File: src/rtl/core/ccns_pkg.sv
// Shared constants and codes for the cycle-count to nanosecond timebase.
// Used by every module of the block; depends on nothing else.
`timescale 1ns / 1ps
`default_nettype none

package ccns_pkg;

    // Default number of fraction bits in the fixed-point multiplier.
    localparam int unsigned FRACTION_SHIFT_DEF = 10;

    // Field widths.
    localparam int unsigned KHZ_W   = 24;
    localparam int unsigned COUNT_W = 64;
    localparam int unsigned TIME_W  = 64;

    // Nanoseconds per millisecond: the scale of a kHz frequency.
    localparam int unsigned NS_PER_MS = 1000000;

    // Reset frequency of the cycle counter in kHz.
    localparam logic [KHZ_W-1:0] KHZ_RESET = 24'd1000000;

    // Configuration port.
    localparam int unsigned APB_ADDR_W = 3;
    localparam int unsigned APB_DATA_W = 32;

    // Register index, taken from the word address.
    localparam logic REG_COUNTER_KHZ = 1'b0;

    // Request codes.
    localparam logic OP_READ = 1'b0;
    localparam logic OP_SET  = 1'b1;

    // Width of the dividend (and quotient) for a given fraction shift.
    function automatic int unsigned num_width(input int unsigned shift);
        return 25 + shift;
    endfunction

endpackage

`default_nettype wire

File: src/rtl/core/ccns_div.sv
// Bit-serial restoring divider that derives the conversion multiplier
// from the counter frequency. Depends on ccns_pkg.
`timescale 1ns / 1ps
`default_nettype none

module ccns_div #(
    parameter int unsigned FRAC_SHIFT = ccns_pkg::FRACTION_SHIFT_DEF,
    localparam int unsigned NUM_W = ccns_pkg::num_width(FRAC_SHIFT)
) (
    input  wire logic                         clk,
    input  wire logic                         rst_n,
    input  wire logic                         start,
    input  wire logic [ccns_pkg::KHZ_W-1:0]   khz,
    output logic                              busy,
    output logic [NUM_W-1:0]                  mult
);

    localparam int unsigned KW    = ccns_pkg::KHZ_W;
    localparam int unsigned CNT_W = $clog2(NUM_W + 1);

    logic [NUM_W-1:0] quo_reg, quo_next;
    logic [KW-1:0]    rem_reg, rem_next;
    logic [KW-1:0]    dvs_reg, dvs_next;
    logic [CNT_W-1:0] cnt_reg, cnt_next;
    logic             busy_reg, busy_next;

    logic [KW-1:0]    khz_safe;
    logic [KW:0]      shifted;
    logic [KW:0]      diff;
    logic             ge;

    // A zero frequency is treated as one.
    assign khz_safe = (khz == '0) ? KW'(1) : khz;

    // One quotient bit per cycle: shift in the next dividend bit, try a subtract.
    assign shifted = {rem_reg, quo_reg[NUM_W-1]};
    assign diff    = shifted - {1'b0, dvs_reg};
    assign ge      = (shifted >= {1'b0, dvs_reg});

    always_comb
    begin
        quo_next  = quo_reg;
        rem_next  = rem_reg;
        dvs_next  = dvs_reg;
        cnt_next  = cnt_reg;
        busy_next = busy_reg;
        if (start)
        begin
            // Dividend is the scaled constant plus half the divisor for rounding.
            quo_next  = (NUM_W'(ccns_pkg::NS_PER_MS) << FRAC_SHIFT)
                        + NUM_W'(khz_safe >> 1);
            rem_next  = '0;
            dvs_next  = khz_safe;
            cnt_next  = CNT_W'(NUM_W);
            busy_next = 1'b1;
        end
        else if (busy_reg)
        begin
            // The partial remainder stays below the divisor, so it fits KW bits.
            quo_next = {quo_reg[NUM_W-2:0], ge};
            rem_next = ge ? diff[KW-1:0] : shifted[KW-1:0];
            cnt_next = cnt_reg - CNT_W'(1);
            if (cnt_reg == CNT_W'(1))
            begin
                busy_next = 1'b0;
            end
        end
    end

    // The quotient register doubles as the multiplier; it resets to the
    // value for the reset frequency of 1000000 kHz.
    always_ff @(posedge clk or negedge rst_n)
    begin
        if (!rst_n)
        begin
            quo_reg  <= NUM_W'(1) << FRAC_SHIFT;
            rem_reg  <= '0;
            dvs_reg  <= ccns_pkg::KHZ_RESET;
            cnt_reg  <= '0;
            busy_reg <= 1'b0;
        end
        else
        begin
            quo_reg  <= quo_next;
            rem_reg  <= rem_next;
            dvs_reg  <= dvs_next;
            cnt_reg  <= cnt_next;
            busy_reg <= busy_next;
        end
    end

    assign busy = busy_reg;
    assign mult = quo_reg;

endmodule

`default_nettype wire

File: src/rtl/core/ccns_mul.sv
// Bit-serial shift-and-add multiplier: cycle count times multiplier,
// one count bit per cycle. Depends on ccns_pkg.
`timescale 1ns / 1ps
`default_nettype none

module ccns_mul #(
    parameter int unsigned MULT_W = ccns_pkg::num_width(ccns_pkg::FRACTION_SHIFT_DEF),
    localparam int unsigned PROD_W = ccns_pkg::COUNT_W + MULT_W
) (
    input  wire logic                           clk,
    input  wire logic                           rst_n,
    input  wire logic                           start,
    input  wire logic [ccns_pkg::COUNT_W-1:0]   count,
    input  wire logic [MULT_W-1:0]              mult,
    output logic                                done,
    output logic [PROD_W-1:0]                   product
);

    localparam int unsigned CW    = ccns_pkg::COUNT_W;
    localparam int unsigned CNT_W = $clog2(CW + 1);

    logic [PROD_W-1:0] acc_reg, acc_next;
    logic [CNT_W-1:0]  cnt_reg, cnt_next;
    logic              done_reg, done_next;
    logic [MULT_W:0]   sum;

    // Add the multiplier into the top when the low count bit is set.
    assign sum = {1'b0, acc_reg[PROD_W-1:CW]} + (acc_reg[0] ? {1'b0, mult} : '0);

    always_comb
    begin
        acc_next  = acc_reg;
        cnt_next  = cnt_reg;
        done_next = 1'b0;
        if (start)
        begin
            acc_next = {{MULT_W{1'b0}}, count};
            cnt_next = CNT_W'(CW);
        end
        else if (cnt_reg != '0)
        begin
            // The count bits shift out at the bottom as the product grows in.
            acc_next = {sum, acc_reg[CW-1:1]};
            cnt_next = cnt_reg - CNT_W'(1);
            if (cnt_reg == CNT_W'(1))
            begin
                done_next = 1'b1;
            end
        end
    end

    always_ff @(posedge clk or negedge rst_n)
    begin
        if (!rst_n)
        begin
            cnt_reg  <= '0;
            done_reg <= 1'b0;
        end
        else
        begin
            cnt_reg  <= cnt_next;
            done_reg <= done_next;
        end
    end

    always_ff @(posedge clk)
    begin
        acc_reg <= acc_next;
    end

    assign done    = done_reg;
    assign product = acc_reg;

endmodule

`default_nettype wire

File: src/rtl/core/cycle_count_to_nanoseconds_clock.sv
// Top level of the cycle-count to nanosecond timebase: APB register,
// request sequencer and time offset. Depends on ccns_pkg, ccns_div, ccns_mul.
//
// Usage:
// - Input channel (in_valid/in_ready) carries one request per transfer:
//   op selects a read (returns time_ns) or a set (stores a new offset,
//   no result). cycle_count is the raw counter sample; new_time_ns is
//   the time to establish on a set.
// - Output channel (out_valid/out_ready) carries time_ns for each read.
// - A request passes through the bit-serial multiplier, which walks
//   all 64 count bits, and a read then goes to the output register; a
//   new request is accepted only once the previous one has finished.
// - Writing counter_khz starts the serial divider, which derives a
//   25 + FRACTION_SHIFT bit multiplier (35 bits by default); in_ready
//   stays low until the new multiplier is ready.
// - Reset sets counter_khz to 1000000, the multiplier to its matching
//   value and the time offset to zero; no divider run follows reset.
// - A result that the receiver does not take holds in the output
//   register; a following read waits at its last step until it drains,
//   while a following set still completes.
`timescale 1ns / 1ps
`default_nettype none

module cycle_count_to_nanoseconds_clock #(
    parameter int unsigned FRACTION_SHIFT = ccns_pkg::FRACTION_SHIFT_DEF
) (
    input  wire logic                              clk,
    input  wire logic                              rst_n,
    // APB configuration port
    input  wire logic                              psel,
    input  wire logic                              penable,
    input  wire logic                              pwrite,
    input  wire logic [ccns_pkg::APB_ADDR_W-1:0]   paddr,
    input  wire logic [ccns_pkg::APB_DATA_W-1:0]   pwdata,
    output logic      [ccns_pkg::APB_DATA_W-1:0]   prdata,
    output logic                                   pready,
    // Request channel
    input  wire logic                              in_valid,
    output logic                                   in_ready,
    input  wire logic                              op,
    input  wire logic [ccns_pkg::COUNT_W-1:0]      cycle_count,
    input  wire logic [ccns_pkg::TIME_W-1:0]       new_time_ns,
    // Result channel
    output logic                                   out_valid,
    input  wire logic                              out_ready,
    output logic      [ccns_pkg::TIME_W-1:0]       time_ns
);

    localparam int unsigned MULT_W = ccns_pkg::num_width(FRACTION_SHIFT);
    localparam int unsigned PROD_W = ccns_pkg::COUNT_W + MULT_W;
    localparam int unsigned TW     = ccns_pkg::TIME_W;
    localparam int unsigned KW     = ccns_pkg::KHZ_W;
    localparam int unsigned DW     = ccns_pkg::APB_DATA_W;

    localparam logic [1:0] ST_IDLE = 2'd0;
    localparam logic [1:0] ST_MUL  = 2'd1;
    localparam logic [1:0] ST_DONE = 2'd2;

    logic [1:0]        state_reg, state_next;
    logic [KW-1:0]     khz_reg;
    logic [TW-1:0]     offset_reg;
    logic              op_reg;
    logic [TW-1:0]     new_time_reg;
    logic              out_valid_reg;
    logic [TW-1:0]     time_ns_reg;

    logic              cfg_write;
    logic              khz_write;
    logic              div_busy;
    logic [MULT_W-1:0] mult;
    logic              in_xfer;
    logic              mul_done;
    logic [PROD_W-1:0] product;
    logic [TW-1:0]     conv_ns;
    logic              out_load;
    logic              set_done;

    // Register write decode; the word address selects the register.
    assign cfg_write = psel && penable && pwrite;
    assign khz_write = cfg_write && (paddr[2] == ccns_pkg::REG_COUNTER_KHZ);
    assign pready    = 1'b1;

    always_comb
    begin
        unique case (paddr[2])
            ccns_pkg::REG_COUNTER_KHZ: prdata = DW'(khz_reg);
            default:                   prdata = '0;
        endcase
    end

    always_ff @(posedge clk or negedge rst_n)
    begin
        if (!rst_n)
        begin
            khz_reg <= ccns_pkg::KHZ_RESET;
        end
        else if (khz_write)
        begin
            khz_reg <= pwdata[KW-1:0];
        end
    end

    // Multiplier derivation.
    ccns_div #(
        .FRAC_SHIFT (FRACTION_SHIFT)
    ) u_div (
        .clk   (clk),
        .rst_n (rst_n),
        .start (khz_write),
        .khz   (pwdata[KW-1:0]),
        .busy  (div_busy),
        .mult  (mult)
    );

    // Request transfer and conversion.
    assign in_ready = (state_reg == ST_IDLE) && !div_busy;
    assign in_xfer  = in_valid && in_ready;

    ccns_mul #(
        .MULT_W (MULT_W)
    ) u_mul (
        .clk     (clk),
        .rst_n   (rst_n),
        .start   (in_xfer),
        .count   (cycle_count),
        .mult    (mult),
        .done    (mul_done),
        .product (product)
    );

    assign conv_ns  = product[FRACTION_SHIFT +: TW];
    assign set_done = (state_reg == ST_DONE) && (op_reg == ccns_pkg::OP_SET);
    assign out_load = (state_reg == ST_DONE) && (op_reg == ccns_pkg::OP_READ)
                      && (!out_valid_reg || out_ready);

    // Sequencer.
    always_comb
    begin
        state_next = state_reg;
        unique case (state_reg)
            ST_IDLE:
            begin
                if (in_xfer)
                begin
                    state_next = ST_MUL;
                end
            end
            ST_MUL:
            begin
                if (mul_done)
                begin
                    state_next = ST_DONE;
                end
            end
            ST_DONE:
            begin
                if (set_done || out_load)
                begin
                    state_next = ST_IDLE;
                end
            end
            default:
            begin
                state_next = ST_IDLE;
            end
        endcase
    end

    always_ff @(posedge clk or negedge rst_n)
    begin
        if (!rst_n)
        begin
            state_reg     <= ST_IDLE;
            offset_reg    <= '0;
            out_valid_reg <= 1'b0;
        end
        else
        begin
            state_reg <= state_next;
            if (set_done)
            begin
                offset_reg <= new_time_reg - conv_ns;
            end
            if (out_load)
            begin
                out_valid_reg <= 1'b1;
            end
            else if (out_ready)
            begin
                out_valid_reg <= 1'b0;
            end
        end
    end

    // Request payload and result data.
    always_ff @(posedge clk)
    begin
        if (in_xfer)
        begin
            op_reg       <= op;
            new_time_reg <= new_time_ns;
        end
        if (out_load)
        begin
            time_ns_reg <= conv_ns + offset_reg;
        end
    end

    assign out_valid = out_valid_reg;
    assign time_ns   = time_ns_reg;

endmodule

`default_nettype wire

File: config.mk
export PLATFORM = sky130hd
export DESIGN_NAME = cycle_count_to_nanoseconds_clock
export DESIGN_NICKNAME = d
export VERILOG_FILES = /design/src/rtl/core/ccns_pkg.sv /design/src/rtl/core/ccns_div.sv /design/src/rtl/core/ccns_mul.sv /design/src/rtl/core/cycle_count_to_nanoseconds_clock.sv
export SDC_FILE = /design/constraint.sdc
export NUM_CORES = 1
export LEC_CHECK = 0
export BUFFER_PORTS_ARGS = -buffer_cell sky130_fd_sc_hd__buf_2
export CAP_MARGIN = 20
export CORE_UTILIZATION = 30
export CTS_CLUSTER_SIZE = 20
export DETAILED_ROUTE_END_ITERATION = 7
export GPL_ROUTABILITY_DRIVEN = 0
export PLACE_DENSITY = 0.54
export SLEW_MARGIN = 20
export SYNTH_ARGS = -nofsm -noshare
export SYNTH_HDL_FRONTEND = slang
export SYNTH_HIERARCHICAL = 1
export SYNTH_SLANG_ARGS = --single-unit
File: constraint.sdc
create_clock -name clk -period 5.7 [get_ports clk]
set_input_delay 0 -clock clk [delete_from_list [all_inputs] [get_ports clk]]
set_output_delay 0 -clock clk [all_outputs]
set_load 0.005 [all_outputs]
==> results.md <==
- The flow ran to the end, but the final reports show violations.
- The checks that failed: DRC.
- CTS placed an instance of sky130_fd_sc_hd__clkbuf_16 at the clock tree root.
- The worst register-to-register path begins at u_mul/product[11]$_DFFE_PP_.
- The number of antenna violations at the first check in global routing is 1.
- The critical path in this run is classified as reg2reg.
- For this design the static power due to leakage is 0.01466 uW.
- The number of standard cells after synthesis is 2,826.
- The worst hold path terminates at u_mul/product[89]$_SDFFE_PP0P_.
- Summed over all nets, the half-perimeter wirelength after detailed placement is 55,050 um.
- The clock passes through at most 3 buffers.
- TritonCTS built the clock tree.
- The wire length of the first global-routing pass is approximately 120,000 um.
- The count of nets left with antenna violations once routing finished came out at 0.
- Data arrives at the worst endpoint at 4.30 ns.
- The width of the die is roughly 300 um.
- Once layout is complete, the cells apart from fillers number around 4,400.
- Port buffering added 250 buffers.
- Setup repair after global routing left no endpoint under its margin.
- The top-level I/O count is 270.
- The fmax is around 0.25 GHz.
- The number of buffers created by CTS is 52.
- The final cycle utilization of the critical path is 69.40%.
- A synthesized cell averages 9.500 sq um.
- The first routing iteration left between 1,000 and 1,500 violations.
- The floorplan has between 100 and 150 rows.
- For this run, the detailed router's first-pass iteration total came to 8.
- The height of the die is between 300 and 400 um.
- The largest individual stage delay along the critical path comes from the cell sky130_fd_sc_hd__a2111oi_2.
- The sort of element at the start of the critical path is a flip-flop.
- Synthesis instantiated 101 different standard cells from the library.
- The met1 routed wirelength after detailed routing is between 30,000 and 40,000 um.
- The min-delay analysis places its worst path in the category in2reg.
- Dividing total power by cell area gives a power density of 612.4 nW/um^2.
- Of the cells placed in the final design, the portion with a size suffix greater than 1 is 15.36%.
- The floorplan step defined a die boundary enclosing 90,690 sq um.
- On the final layout, the worst hold slack is 0.06911 ns.
- The mean routed wirelength per cell is roughly 17 um.
- The total met3 wirelength after detailed routing is 3461 um.
- STA classifies the critical path endpoint as a flip-flop.
- For this run, asynchronously set or reset flops after synthesis account for between 40 and 50%.
- Walking the worst path, the cells encountered are ha_1, a21o_1, a21oi_1, o21ai_1, a21o_1, o21ai_2, o2111ai_1, a2111oi_2, o21bai_1, a21oi_2, o221ai_1, xor2_1.
- The setup check on the worst reg-to-reg path leaves a slack of 1.74 ns.
- For this run, the share of the core covered by cells in the final layout is a little under two fifths.
- The worst vdd rail ir drop is roughly 0.00022 V.
- Measured in cells, the most critical reg-to-reg path has a length of 12.
- The register with the most flip-flops in the layout has 99 of them.
- Summed over all failing endpoints, the final setup total negative slack is 0 ns.
- The number of design rule violations left after detail routing is 34.
- The sequential share of the synthesized area is a little over two fifths.
- The area growth from synthesis to layout is 22.36%.
- After the last flow step, the layout net total stands at 3,556.
- Counting flops with a built-in enable in the synthesized netlist gives 193.
- The clock-pin slew on the worst setup and hold paths is 0.06 ns.
- The slew at the pin with the worst max-slew slack is 0.9763 ns.
- The warning count from the yosys run is 6.
- The total setup violations reported at the end of the flow is 0.
- STA puts the critical path data required time at ~6.0 ns.
- Clock skew on the completed layout was measured at ~0.033 ns.
- The global-route usage over all layers is 16.18%.
- CTS built an H-tree with a depth of 2.
- Detailed routing placed a total of 34,860 um of wire on met2.
- Of all nets on the critical path, the largest fanout is 5.
- Entering global routing, the biggest net connects 147 pins.
- The reported max-cap violation count is 0.
- The number of buffers inserted to repair setup after CTS is 0.
- The highest metal layer carrying signal wires in the routed design is met4.
- Summing over every cut layer, the via total after detailed routing is about 22,000.
- The number of antenna diodes in the final layout is 0.
- The clock latency reported for the late side of the worst-skew pair is around 0.60 ns.
- Wires add up to approximately 75,000 um.
- Among the stages of the critical path, the cell type that occurs most often is sky130_fd_sc_hd__a21o_1.
- The number of placed instances, taps included, is roughly 4,100.
- The tightest slew margin relative to the limit is between 30% and 40%.
- In this run the most critical hold path is launched from in_valid.
- The number of sinks driven by the clock tree is 417.
- The number of global-route vias before repair was 21,580.
- The total count of max-transition violations in the final report came to 0.
- The hold violation total from the final report is 0.
- The total overflow left after global routing is 0.
- In the synthesized netlist the dominant register cell turns out to be sky130_fd_sc_hd__edfxtp_1.
- Along the worst hold path, the cell count comes to 3.
- The worst path needs 3.956 ns of the cycle, external delays included.
- The region available for standard cell placement spans roughly 90,000 sq um.
- The destination of the worst register-to-register timing path is time_ns[47]$_DFFE_PP_.
- The number of vias per cell after detailed routing is between 4 and 5.
- In this run the cell area of the synthesized design comes to between 20,000 and 30,000 sq um.
- For this run, the slowest stage of the critical path takes 0.83 ns.
- Once the floorplan was initialized, standard cells occupied 30.33% of the core.
- After synthesis the netlist holds a flip-flop and latch count of approximately 420.
[worst max-delay path by stage]
stage	to	cells past startpoint	slack (ns)	startpoint
floorplan	u_mul/product[0]$_DFFE_PP_	5	1.15	state_reg[1]$_DFFE_PN0P_
finish	time_ns[47]$_DFFE_PP_	12	1.74	u_mul/product[11]$_DFFE_PP_
global placement	time_ns[47]$_DFFE_PP_	12	1.85	u_mul/product[11]$_DFFE_PP_
global route	time_ns[47]$_DFFE_PP_	12	1.59	u_mul/product[11]$_DFFE_PP_
detailed placement	u_mul/product[97]$_SDFFE_PP0P_	12	1.79	u_mul/product[0]$_DFFE_PP_
CTS	u_mul/product[97]$_SDFFE_PP0P_	12	1.77	u_mul/product[0]$_DFFE_PP_
[logic make-up after synthesis]
kind of cell / after synthesis / synth area share [%]
AOI/OAI and AO/OA: 816 / 19.68
xor gates and xnor gates: 177 / 5.774
adders and majority gates: 194 / 9.153
buffers and inverters: 285 / 4.357
DFF: 417 / 41.88
muxes: 116 / 4.642
other: 2 / 0.02797
and+or+nand+nor: 819 / 14.48
[cells in the mapped netlist, types with 31 or more instances]
library cell               count  area share, %
sky130_fd_sc_hd__dfrtp_1     174             16
sky130_fd_sc_hd__and2_1       46            1.1
sky130_fd_sc_hd__xnor2_1     103            3.4
sky130_fd_sc_hd__edfxtp_1    193             22
sky130_fd_sc_hd__o21ai_0     177            3.3
sky130_fd_sc_hd__a21o_1      125            3.5
sky130_fd_sc_hd__xor2_1       74            2.4
sky130_fd_sc_hd__inv_1       141            2.0
sky130_fd_sc_hd__nand3_1      36           0.67
sky130_fd_sc_hd__nor2b_1      47            1.1
sky130_fd_sc_hd__nor2_1      146            2.0
sky130_fd_sc_hd__dfxtp_1      35            2.6
sky130_fd_sc_hd__o21ai_1      31           0.58
sky130_fd_sc_hd__mux2i_1      48            1.8
sky130_fd_sc_hd__mux2_2       66            2.8
sky130_fd_sc_hd__nand2_1     348            4.9
sky130_fd_sc_hd__clkbuf_1     96            1.3
sky130_fd_sc_hd__a21oi_1     224            4.2
sky130_fd_sc_hd__o21bai_1     32           0.89
sky130_fd_sc_hd__nand4_1      51            1.2
sky130_fd_sc_hd__a211oi_1     48            1.3
sky130_fd_sc_hd__ha_1        190            8.9
[placed cells by master (no fill, tap or decap), types with 13 or more instances in the layout]
master / Yosys / routed
sky130_fd_sc_hd__dlygate4sd3_1: 0 / 180
sky130_fd_sc_hd__a211oi_1: 48 / 48
sky130_fd_sc_hd__dfstp_2: 15 / 15
sky130_fd_sc_hd__nor2_1: 146 / 146
sky130_fd_sc_hd__mux2i_1: 48 / 48
sky130_fd_sc_hd__a21o_1: 125 / 125
sky130_fd_sc_hd__o21ai_1: 31 / 31
sky130_fd_sc_hd__edfxtp_1: 193 / 193
sky130_fd_sc_hd__o21a_1: 21 / 21
sky130_fd_sc_hd__nor3_1: 27 / 27
sky130_fd_sc_hd__buf_4: 9 / 13
sky130_fd_sc_hd__xnor2_1: 103 / 103
sky130_fd_sc_hd__mux2_2: 66 / 66
sky130_fd_sc_hd__and3_1: 19 / 19
sky130_fd_sc_hd__and2_1: 46 / 45
sky130_fd_sc_hd__a21oi_1: 224 / 224
sky130_fd_sc_hd__o21ai_0: 177 / 177
sky130_fd_sc_hd__clkbuf_16: 0 / 53
sky130_fd_sc_hd__nand3_1: 36 / 36
sky130_fd_sc_hd__o211ai_1: 14 / 14
sky130_fd_sc_hd__xor2_1: 74 / 74
sky130_fd_sc_hd__dfrtp_1: 174 / 173
sky130_fd_sc_hd__ha_1: 190 / 190
sky130_fd_sc_hd__nor2b_1: 47 / 47
sky130_fd_sc_hd__nor4_1: 13 / 13
sky130_fd_sc_hd__a31oi_1: 22 / 22
sky130_fd_sc_hd__dfxtp_1: 35 / 35
sky130_fd_sc_hd__nand2_1: 348 / 348
sky130_fd_sc_hd__inv_1: 141 / 140
sky130_fd_sc_hd__o21bai_1: 32 / 32
sky130_fd_sc_hd__buf_2: 18 / 249
sky130_fd_sc_hd__nand2b_1: 29 / 29
sky130_fd_sc_hd__nand4_1: 51 / 51
[per-stage QoR]
stage	setup WS (ns)	total power, uW	area (sq um)
after floorplan	1.150	13800	26880
after global placement	1.847	16260	29130
after detailed placement	1.794	16310	29130
after CTS	1.771	20210	32850
after global routing	1.587	21790	32850
final	1.744	20120	32850
[area by class of cell]
cell class / count / area, sq um
well taps: 1165 / 1458
repair buffers: 446 / 3219
fillers: 8936 / 55660
inverters: 143 / 539.3
multi-input cells: 2131 / 14490
clock buffers: 64 / 1408
clock inverters: 34 / 491.7
flip-flops and latches: 417 / 11250
[power breakdown]
group          internal, uW  switching, uW  total (uW)  leakage [uW]
clock network          2220           1390        3610      0.000907
registers              4460            822        5290       0.00442
logic                  4870           6360       11200       0.00933
[critical path: cells and delay by family, from the launching register on]
kind | cells | cell delay, ns
flip-flops | 1 | 0.50
AO/OA/AOI/OAI | 10 | 2.73
XOR/XNOR | 1 | 0.16
adder cells (fa/ha/maj) | 1 | 0.33
[layer usage]
metal | global-route usage (%) | up-vias
met5 | 0 | -
li1 | - | 10900
met4 | 4.593 | 0
met3 | 2.111 | 111
met2 | 26.90 | 492
met1 | 21.88 | 10230
[repair_timing]
action | in CTS | in global routing
gates resized for setup | 0 | 0
hold endpoints to repair | 335 | 0
endpoints found under the setup margin | 0 | 0
hold buffers | 181 | 0
No activity file was read; power rests on OpenSTA's default activity.
